[config.mk]
export PLATFORM = sky130hd
export DESIGN_NAME = i2c_eeprom_read_sequencer_top
export DESIGN_NICKNAME = d
export VERILOG_FILES = /design/src/sv/eerd_pkg.sv /design/src/sv/eerd_ctrl.sv /design/src/sv/i2c_eeprom_read_sequencer_top.sv
export SDC_FILE = /design/constraint.sdc
export NUM_CORES = 1
export LEC_CHECK = 0
export ABC_AREA = 0
export BUFFER_PORTS_ARGS = -buffer_cell sky130_fd_sc_hd__buf_2
export CAP_MARGIN = 20
export CORE_ASPECT_RATIO = 0.5
export CORE_MARGIN = 2
export CORE_UTILIZATION = 50
export CTS_BUF_LIST = sky130_fd_sc_hd__clkbuf_16
export CTS_CLUSTER_SIZE = 24
export DETAILED_ROUTE_END_ITERATION = 6
export PLACE_DENSITY = 0.81
export RECOVER_POWER = 50
export REMOVE_ABC_BUFFERS = 1
export SETUP_SLACK_MARGIN = 0.02
export SYNTH_ARGS = -nofsm -noshare
export SYNTH_HDL_FRONTEND = slang
export SYNTH_SLANG_ARGS = --single-unit
[constraint.sdc]
create_clock -name clock -period 2.55 [get_ports clock]
set_input_delay 0.1275 -clock clock [delete_from_list [all_inputs] [get_ports clock]]
set_output_delay 0.1275 -clock clock [all_outputs]
set_load 0.1 [all_outputs]
[src/sv/eerd_pkg.sv]
// ----------------------------------------------------------------------------
// eerd_pkg
// Shared types, codes and helpers for the paged serial EEPROM read sequencer.
// ----------------------------------------------------------------------------
package eerd_pkg;

   // Command codes of an input item.
   localparam logic [1:0] CMD_EVENT    = 2'd0;
   localparam logic [1:0] CMD_SET_PAGE = 2'd1;
   localparam logic [1:0] CMD_READ     = 2'd2;

   // Bus action codes of a result item.
   localparam logic [2:0] ACT_NONE  = 3'd0;
   localparam logic [2:0] ACT_START = 3'd1;
   localparam logic [2:0] ACT_SEND  = 3'd2;
   localparam logic [2:0] ACT_RECV  = 3'd3;
   localparam logic [2:0] ACT_STOP  = 3'd4;

   // Expected TWI status codes.
   localparam logic [7:0] TWI_START_OK  = 8'h08;
   localparam logic [7:0] TWI_SLA_W_ACK = 8'h18;
   localparam logic [7:0] TWI_DATA_ACK  = 8'h28;
   localparam logic [7:0] TWI_SLA_R_ACK = 8'h40;
   localparam logic [7:0] TWI_DATA_NACK = 8'h58;

   localparam logic [7:0] DEVICE_BASE_RESET = 8'hA0;
   localparam int         WRAP_PAGES_DEFAULT = 512;

   typedef struct packed {
      logic [1:0]  cmd;
      logic [10:0] page;
      logic [7:0]  bus_status;
      logic [7:0]  rx_byte;
   } req_type;

   typedef struct packed {
      logic [2:0] bus_action;
      logic [7:0] tx_byte;
      logic       done_res;
      logic       failed;
      logic [7:0] done_value;
      logic       busy_res;
   } rsp_type;

   // Device select byte for a page: the top three page bits become the
   // chip and block bits just above the read/write bit.
   function automatic logic [7:0] page_dsel(input logic [7:0] base, input logic [10:0] pg);
      page_dsel = base | {4'b0000, pg[10:8], 1'b0};
   endfunction

   // Word address of the first byte of a page.
   function automatic logic [15:0] page_addr(input logic [10:0] pg);
      page_addr = {pg[7:0], 8'h00};
   endfunction

endpackage

[src/sv/eerd_ctrl.sv]
// ----------------------------------------------------------------------------
// eerd_ctrl
// Sequencer state and the combinational decision taken for each item.
// ----------------------------------------------------------------------------
module eerd_ctrl #(
   parameter int WRAP_PAGES = eerd_pkg::WRAP_PAGES_DEFAULT
) (
   input  logic             clock,
   input  logic             reset,
   input  logic             accept,
   input  eerd_pkg::req_type req,
   input  logic [7:0]       device_base,
   output eerd_pkg::rsp_type res
);
   import eerd_pkg::*;

   localparam logic [10:0] WrapMask = 11'(WRAP_PAGES - 1);

   typedef enum logic [8:0] {
      ST_IDLE    = 9'b000000001,
      ST_SP_DEV  = 9'b000000010,
      ST_SP_MSB  = 9'b000000100,
      ST_SP_LSB  = 9'b000001000,
      ST_SP_STOP = 9'b000010000,
      ST_RD_DEV  = 9'b000100000,
      ST_RD_NACK = 9'b001000000,
      ST_RD_DATA = 9'b010000000,
      ST_AUTO    = 9'b100000000
   } step_type;

   step_type    step_ff, step_in;
   logic [10:0] page_ff, page_in;
   logic [15:0] addr_ff, addr_in;
   logic [7:0]  dsel_ff, dsel_in;
   logic        pend_ff, pend_in;

   logic [7:0]  expected;
   logic [15:0] addr_inc;
   logic [10:0] page_inc;
   logic [10:0] page_new;

   always_comb begin
      unique case (step_ff)
         ST_SP_DEV, ST_RD_DEV:   expected = TWI_START_OK;
         ST_SP_MSB:              expected = TWI_SLA_W_ACK;
         ST_SP_LSB, ST_SP_STOP:  expected = TWI_DATA_ACK;
         ST_RD_NACK:             expected = TWI_SLA_R_ACK;
         ST_RD_DATA:             expected = TWI_DATA_NACK;
         default:                expected = TWI_START_OK;
      endcase
   end

   assign addr_inc = addr_ff + 16'd1;
   assign page_inc = page_ff + 11'd1;
   // A page step onto a 64 KB boundary folds the page into the wrap range.
   assign page_new = (page_inc[7:0] == 8'h00) ? (page_inc & WrapMask) : page_inc;

   always_comb begin
      step_in = step_ff;
      page_in = page_ff;
      addr_in = addr_ff;
      dsel_in = dsel_ff;
      pend_in = pend_ff;
      res     = '0;
      unique case (step_ff)
         ST_IDLE: begin
            if (req.cmd == CMD_SET_PAGE) begin
               page_in        = req.page;
               dsel_in        = page_dsel(device_base, req.page);
               addr_in        = page_addr(req.page);
               pend_in        = 1'b0;
               step_in        = ST_SP_DEV;
               res.bus_action = ACT_START;
            end else if (req.cmd == CMD_READ) begin
               step_in        = ST_RD_DEV;
               res.bus_action = ACT_START;
            end
         end
         ST_AUTO: begin
            step_in        = ST_SP_DEV;
            res.bus_action = ACT_START;
         end
         ST_SP_DEV, ST_SP_MSB, ST_SP_LSB, ST_SP_STOP,
         ST_RD_DEV, ST_RD_NACK, ST_RD_DATA: begin
            if (req.cmd != CMD_EVENT) begin
               // Commands are ignored while an operation runs.
            end else if (req.bus_status != expected) begin
               res.bus_action = ACT_STOP;
               res.done_res   = ~pend_ff;
               res.failed     = 1'b1;
               res.done_value = req.bus_status;
               pend_in        = 1'b0;
               step_in        = ST_IDLE;
            end else begin
               unique case (step_ff)
                  ST_SP_DEV: begin
                     step_in        = ST_SP_MSB;
                     res.bus_action = ACT_SEND;
                     res.tx_byte    = dsel_ff & 8'hFE;
                  end
                  ST_SP_MSB: begin
                     step_in        = ST_SP_LSB;
                     res.bus_action = ACT_SEND;
                     res.tx_byte    = addr_ff[15:8];
                  end
                  ST_SP_LSB: begin
                     step_in        = ST_SP_STOP;
                     res.bus_action = ACT_SEND;
                     res.tx_byte    = addr_ff[7:0];
                  end
                  ST_SP_STOP: begin
                     step_in        = ST_IDLE;
                     res.bus_action = ACT_STOP;
                     res.done_res   = ~pend_ff;
                     pend_in        = 1'b0;
                  end
                  ST_RD_DEV: begin
                     step_in        = ST_RD_NACK;
                     res.bus_action = ACT_SEND;
                     res.tx_byte    = dsel_ff | 8'h01;
                  end
                  ST_RD_NACK: begin
                     step_in        = ST_RD_DATA;
                     res.bus_action = ACT_RECV;
                  end
                  ST_RD_DATA: begin
                     step_in        = ST_IDLE;
                     res.bus_action = ACT_STOP;
                     res.done_res   = 1'b1;
                     res.done_value = req.rx_byte;
                     if (addr_inc[7:0] != 8'h00) begin
                        addr_in = addr_inc;
                     end else begin
                        page_in = page_new;
                        dsel_in = page_dsel(device_base, page_new);
                        addr_in = page_addr(page_new);
                        if (page_inc[7:0] == 8'h00) begin
                           pend_in = 1'b1;
                           step_in = ST_AUTO;
                        end
                     end
                  end
                  default: begin
                     step_in = ST_IDLE;
                     pend_in = 1'b0;
                  end
               endcase
            end
         end
         default: begin
            step_in = ST_IDLE;
            pend_in = 1'b0;
         end
      endcase
      res.busy_res = (step_in != ST_IDLE);
   end

   always_ff @(posedge clock) begin
      if (reset) begin
         step_ff <= ST_IDLE;
         page_ff <= '0;
         addr_ff <= '0;
         dsel_ff <= '0;
         pend_ff <= 1'b0;
      end else if (accept) begin
         step_ff <= step_in;
         page_ff <= page_in;
         addr_ff <= addr_in;
         dsel_ff <= dsel_in;
         pend_ff <= pend_in;
      end
   end

endmodule

[src/sv/i2c_eeprom_read_sequencer_top.sv]
// ----------------------------------------------------------------------------
// i2c_eeprom_read_sequencer_top: read sequencer for a paged serial EEPROM.
// An item's result is valid in the cycle after it is accepted. Throughput is one
// item per cycle while rsp_stall is low, set by the single output register.
// Synchronous active-high reset returns the sequencer to idle with zero state.
// ----------------------------------------------------------------------------
module i2c_eeprom_read_sequencer_top #(
   parameter int WRAP_PAGES = eerd_pkg::WRAP_PAGES_DEFAULT
) (
   input  logic              clock,
   input  logic              reset,
   input  logic              req_valid,
   output logic              req_stall,
   input  eerd_pkg::req_type req_data,
   output logic              rsp_valid,
   input  logic              rsp_stall,
   output eerd_pkg::rsp_type rsp_data,
   input  logic              csr_wr_en,
   input  logic [7:0]        csr_wr_data
);
   import eerd_pkg::*;

   // Every accepted item, whether a command or a bus event report, yields
   // exactly one result item. The sequencer state advances at the accept
   // edge and the result lands in the output register at the same edge.

   logic    accept;
   logic    rsp_valid_ff, rsp_valid_in;
   rsp_type rsp_data_ff;
   rsp_type step_res;
   logic [7:0] base_ff;

   // The input side stalls only while a result waits and is itself stalled.
   // When the waiting result is taken in this cycle, a new item may enter.
   assign req_stall = rsp_valid_ff & rsp_stall;
   assign accept    = req_valid & ~req_stall;

   // The base device select byte is written at any edge with the write
   // enable high. It takes effect for the next set-page command or page step.
   always_ff @(posedge clock) begin
      if (reset) begin
         base_ff <= DEVICE_BASE_RESET;
      end else if (csr_wr_en) begin
         base_ff <= csr_wr_data;
      end
   end

   eerd_ctrl #(
      .WRAP_PAGES (WRAP_PAGES)
   ) u_ctrl (
      .clock       (clock),
      .reset       (reset),
      .accept      (accept),
      .req         (req_data),
      .device_base (base_ff),
      .res         (step_res)
   );

   // Output register: a new result replaces one that is taken this cycle,
   // otherwise the register empties once its item has been taken.
   always_comb begin
      rsp_valid_in = rsp_valid_ff;
      if (accept) begin
         rsp_valid_in = 1'b1;
      end else if (rsp_valid_ff && !rsp_stall) begin
         rsp_valid_in = 1'b0;
      end
   end

   always_ff @(posedge clock) begin
      if (reset) begin
         rsp_valid_ff <= 1'b0;
      end else begin
         rsp_valid_ff <= rsp_valid_in;
      end
   end

   always_ff @(posedge clock) begin
      if (accept) begin
         rsp_data_ff <= step_res;
      end
   end

   assign rsp_valid = rsp_valid_ff;
   assign rsp_data  = rsp_data_ff;

`ifndef SYNTHESIS
   // An accepted item always produces a result in the next cycle.
   a_accept_gives_result: assert property (@(posedge clock) disable iff (reset)
      accept |=> rsp_valid)
      else $error("accepted item produced no result");

   // A failure always ends the operation with a stop and leaves the block idle.
   a_fail_stops: assert property (@(posedge clock) disable iff (reset)
      (rsp_valid && rsp_data.failed) |->
         (rsp_data.bus_action == ACT_STOP && !rsp_data.busy_res))
      else $error("failure without stop or with busy still set");

   // The reported value is zero unless a completion or a failure is reported.
   a_value_quiet: assert property (@(posedge clock) disable iff (reset)
      (rsp_valid && !rsp_data.done_res && !rsp_data.failed) |->
         (rsp_data.done_value == 8'h00))
      else $error("done value set without completion or failure");

   // Only a send action carries a transmit byte.
   a_tx_only_on_send: assert property (@(posedge clock) disable iff (reset)
      (rsp_valid && rsp_data.bus_action != ACT_SEND) |-> (rsp_data.tx_byte == 8'h00))
      else $error("transmit byte set on a non-send action");
`endif

endmodule

### After elaboration in Yosys (flattened, before gate mapping)

Index checks and enable logic that the tools add are counted.

| cells by class | value |
|---|---|
| reduce and logical (&&, ||, !) cells | 17 |
| shifts and indexed selects | 0 |
| divide/modulo/power cells | 0 |
| add/subtract/negate cells | 2 |
| magnitude comparators | 0 |
| bitwise gates (word level) | 8 |
| muxes and demuxes | 50 |
| multiply operators | 0 |
| equality and inequality tests | 21 |

Operators with widths:

| kind | count |
|---|---|
| $mux W16 | 5 |
| $mux W11 | 6 |
| $mux W8 | 8 |
| $mux W9 | 6 |
| $pmux W9 S6 | 1 |
| $pmux W16 S2 | 1 |
| $pmux W8 S4 | 1 |
| $pmux W7 S4 | 1 |
| $pmux W9 S3 | 1 |
| $pmux W11 S2 | 1 |
| $mux W21 | 1 |
| $pmux W3 S3 | 2 |
| $add A16 B1 Y16 const B | 1 |
| $or A8 B4 Y8 | 2 |
| $pmux W8 S2 | 1 |
| $reduce_and A7 Y1 | 2 |
| $add A11 B1 Y11 const B | 1 |
| $mux W1 | 10 |
| $eq A9 B1 Y1 const B | 1 |
| $eq A9 B2 Y1 const B | 1 |
| $eq A9 B3 Y1 const B | 1 |
| $eq A9 B4 Y1 const B | 1 |
| $eq A9 B5 Y1 const B | 1 |
| $eq A9 B6 Y1 const B | 1 |
| 28 further kinds | 41 |

| word-level totals | value |
|---|---|
| bits of input ports | 42 |
| word-level logic and storage cells | 111 |
| memory bits (read-only) | 0 |
| bits in latches | 0 |
| memory bits (writable) | 0 |
| memories kept | 0 |
| bits in registers | 76 |

### Longest topological paths before layout

| logic depth | value |
|---|---|
| word-level depth | 9 |
| depth in mapped cells | 10 |

### Modules after synthesis

A second synthesis with hierarchy kept.

| unflattened totals | value |
|---|---|
| cell total of the unflattened synthesis | 539 |
| area, all modules | 4,616.9 um2 |

By module, submodules not included:

| module | seq. area each (um2) | cells each | area each (um2) | times used |
|---|---|---|---|---|
| eerd_ctrl | 880.8 | 486 | 3,621.0 | 1 |
| i2c_eeprom_read_sequencer_top | 840.8 | 53 | 996.0 | 1 |

### Worst setup path before layout

No wires, ideal clock.

| path | value |
|---|---|
| path type | reg2reg |
| start point | register rsp_valid_ff (netlist: rsp_valid) |
| end point | register u_ctrl.dsel_ff[4] |
| setup slack | -0.167 ns |
| arrival | 2.590 ns |
| stages on the path, launching flop included | 8 |
| period minus slack after synthesis | 2.717 ns |
| library setup time | 0.128 ns |
| buffers on the path | 1 |
| cells stage by stage | dfxtp_1 -> a21bo_2 -> clkinv_1 -> and3_1 -> a41oi_1 -> clkbuf_1 -> mux2i_1 -> nor2_1 |

| between the ends | value |
|---|---|
| word-level cells in the longest chain between the ends | 4 |

Ends and longest elaborated chain:

| item | line | RTL |
|---|---|---|
| start, declared | i2c_eeprom_read_sequencer_top.sv:28 | `logic rsp_valid_ff, rsp_valid_in;` |
| start signal, assigned | i2c_eeprom_read_sequencer_top.sv:74 | `rsp_valid_ff <= rsp_valid_in;` |
| $and A1 B1 Y1 | i2c_eeprom_read_sequencer_top.sv:35 | `assign req_stall = rsp_valid_ff & rsp_stall;` |
| $not A1 Y1 | i2c_eeprom_read_sequencer_top.sv:36 | `assign accept = req_valid & ~req_stall;` |
| $and A1 B1 Y1 | i2c_eeprom_read_sequencer_top.sv:36 |  |
| $reduce_and A7 Y1 (no source line) | n/a |  |
| end signal, assigned | eerd_ctrl.sv:169 | `dsel_ff <= dsel_in;` |
| end, declared | eerd_ctrl.sv:34 | `logic [7:0] dsel_ff, dsel_in;` |

No other way between the ends.
A chain may end at the register's enable or synchronous reset.

==> reports/results.txt <==
status: completed
final WL: 12.75 mm
clock sinks: 74
pin count of the biggest net entering global routing: 39
DRT Pass-1 Iters: 7
share of cells above drive strength 1: 23.35%
die width: 136.7 µm
layout net count: 664
CTS H-tree lvls: 3
Longest Clk Path Bufs: 2
maxcap violations: 0
syn_area_per_cell: 8.575 µm²
PD cells: 556.3 nW/µm²
global-route wire length before repair: 19.53 mm
FMAX: 397.2 MHz
M3 GR Usage: 6.536%
vias: 4500
Initial Util: 51.05%
Yosys Warn Count: 0
leak pwr: 0.002090 µW
WS Path Type: register to register
DRT antenna net count: 0
Req. time, crit path: 2.64 ns
# port buffers: 64
DP HPWL: 8.707 mm
placed cells: 713
GR peak layer: met2
die extent in y: 70.33 µm
DR WL/cell: 17.28 µm
FF+latch count, synth: 74
share of the synthesized area in the top cell type: 23.66%
Final Hold Vio Count: 0
measured slew at the worst slew-check pin: 1.192 ns
grt met2 use: 43.33%
Overflow after GRT: 0
RSZ-0062 raised after global routing: true
GR Layer Usage met1: 33.30%
CTS Buf Count: 9
Fillers: 709
CTS tree: yes
I/O pins: 66
Area growth syn-to-layout: 27.22%
Mapped Area: 4399 µm²
Gate Count Post-Synth: 513
drc violations: 0
initial DRC count: 519
antenna violations before repair: 0
Async SR Flop Fraction: 0%
# diodes: 0
crit path max-delay cell type: or4_4
final std cells w/o fill: 738
Worst Hold Class: input port to register
Setup Skew: 0.005907 ns
fin crit period: 2.517 ns
multi-input combinational cell area: 2570 µm²
clock insertion delay at the later pin of the skew report: 0.34 ns
Final Setup Violations: 0
Core ar.: 8618 µm²
register area share after synthesis: 38.68%
dominant synthesized flop cell: dfxtp_1
CP endpoint kind: register
GP Congestion: 0.9318
Area contributors post-synth: dfxtp_1, edfxtp_1, nor2_1
Max-slew headroom: 20.87%
row count: 24
CTS root buffer: clkbuf_16
Max FO, Critical Path: 6
vias in the first global route: 4009
register area: 1704 µm²
Netlist cell types: 67
Final Slew Violations: 0
Yosys top cell by area: dfxtp_1
Worst VDD drop: 0.0003331 V
Worst EP arrival: 2.61 ns
Post-synth EDFFs: 22
vias per cell: 6.098
final core utilization: 64.94%
critical path cell sequence: or3_1, or4_4, nand3_2, nand2_1, o22ai_1, nor2_1
gr usage total: 26.18%
crit-path max cell delay: 0.59 ns
clock slew seen by the registers of the worst setup and hold paths: 0.06 ns
CP startpoint kind: register
Final period util: 98.72%
Die ar.: 9610 µm²
==> placed cells by master (no fill, tap or decap), drive strengths merged, types with 16 or more instances in the layout <==
cell    Yosys  final
a21oi      38     38
buf        13     99
clkbuf     23     36
dfxtp      52     52
edfxtp     22     22
inv        16     17
nand2      41     41
nand3      17     17
nor2       52     52
nor3       16     16
o21ai      21     21
==> registers in the layout, indices dropped and copies added, names as in the netlist <==
signal	count
u_ctrl.dsel_ff	7
rsp_data	22
u_ctrl.page_ff	11
u_ctrl.step_ff	9
u_ctrl.addr_ff	16
u_ctrl.pend_ff	1
base_ff	7
rsp_valid	1
==> final cells by class <==
| class | count | share of cell area (%) |
|---|---|---|
| timing repair buffer | 128 | 14.29 |
| clock inverter | 6 | 1.118 |
| inverter | 17 | 1.140 |
| multi-input combinational | 386 | 45.92 |
| tap | 117 | 2.616 |
| sequential | 74 | 30.45 |
| clock buffer | 10 | 4.471 |
==> metal layers <==
metal,up-vias,part of all wire (%),wire [µm]
met5,-,0,0
met4,0,2.5,321
met3,37,9.5,1209
met2,260,47,6010
met1,2074,41,5211
li1,2129,-,-
==> worst paths after layout <==
| path | startpoint | to | slack (ns) | cells past startpoint |
|---|---|---|---|---|
| worst max-delay path | u_ctrl.step_ff[5] | rsp_data[0] | 0.03 | 6 |
| worst min register to register | base_ff[3] | u_ctrl.dsel_ff[3] | 0.47 | 2 |
| worst max register to register | u_ctrl.step_ff[5] | rsp_data[0] | 0.03 | 6 |
| worst min-delay path | req_valid | rsp_valid | 0.01 | 3 |
==> worst max-delay path, delay by kind of cell, from the launching register on <==
kind / cells / cell delay, ns
and+or+nand+nor: 5 / 1.53
DFF: 1 / 0.38
AOI/OAI and AO/OA: 1 / 0.35
==> through the flow <==
stage / TNS (ns) / area (µm²) / hold slack, ns / power [µW] / setup slack [ns]
6_report: 0 / 5597 / 0.009678 / 3114 / 0.03259
5_1_grt: -0.2948 / 5597 / 0.03634 / 3203 / -0.04672
4_1_cts: 0 / 5495 / 0.009298 / 3105 / 0.02500
3_5_place_dp: -0.04821 / 5147 / 0.3416 / 1786 / -0.02348
3_3_place_gp: 0 / 5147 / 0.3343 / 1777 / 0.06511
2_1_floorplan: -24.87 / 4243 / 0.1899 / 1632 / -1.020
==> cell usage after synthesis (4+ instances only) <==
master and instances:
dfxtp_1 52, nor2_1 52, nand2_1 41, a21oi_1 37
clkbuf_1 22, edfxtp_1 22, o21ai_0 20, inv_1 16
nand3_1 16, nor3_1 15, mux2i_1 14, xnor2_1 14
nand4_1 13, or3_1 12, buf_2 10, a211oi_1 8
a222oi_1 7, and3_1 7, nor4_1 7, xor2_1 7
a21o_1 6, and4_1 6, ha_1 6, nand3b_1 6
o211ai_1 6, a311oi_1 5, nor2b_1 5, nor3b_1 5
or4_1 5, a21boi_0 4, a22o_1 4, a31oi_1 4
a41oi_1 4, and2_1 4, o21a_1 4
==> power breakdown <==
group	total, µW	leakage [µW]	internal, µW	switching, µW
Clock	1330	0.000148	815	511
Combinational	492	0.00130	153	340
Sequential	1300	0.000647	1260	34.6
Total	3110	0.00209	2230	886
==> kinds of logic (layout without fill, tap and decap cells) <==
family | Yosys count | count (layout) | synth area share, %
AO/OA/AOI/OAI | 133 | 133 | 21.27
XOR/XNOR | 21 | 21 | 4.181
adder cells (fa/ha/maj) | 6 | 6 | 1.706
buffers and inverters | 53 | 161 | 5.006
flip-flops | 74 | 74 | 38.68
multiplexers | 16 | 16 | 3.697
AND/OR/NAND/NOR | 210 | 210 | 25.46
==> repair_timing <==
item                       4_1_cts  5_1_grt
pin swaps                        1        3
resized for setup                2       19
hold endpoints to repair         2        0
hold buffers                     2        0
setup endpoints to repair       16       34
cloned                           0        1
setup buffers                    1        5
No activity file was read; power rests on OpenSTA's default activity.
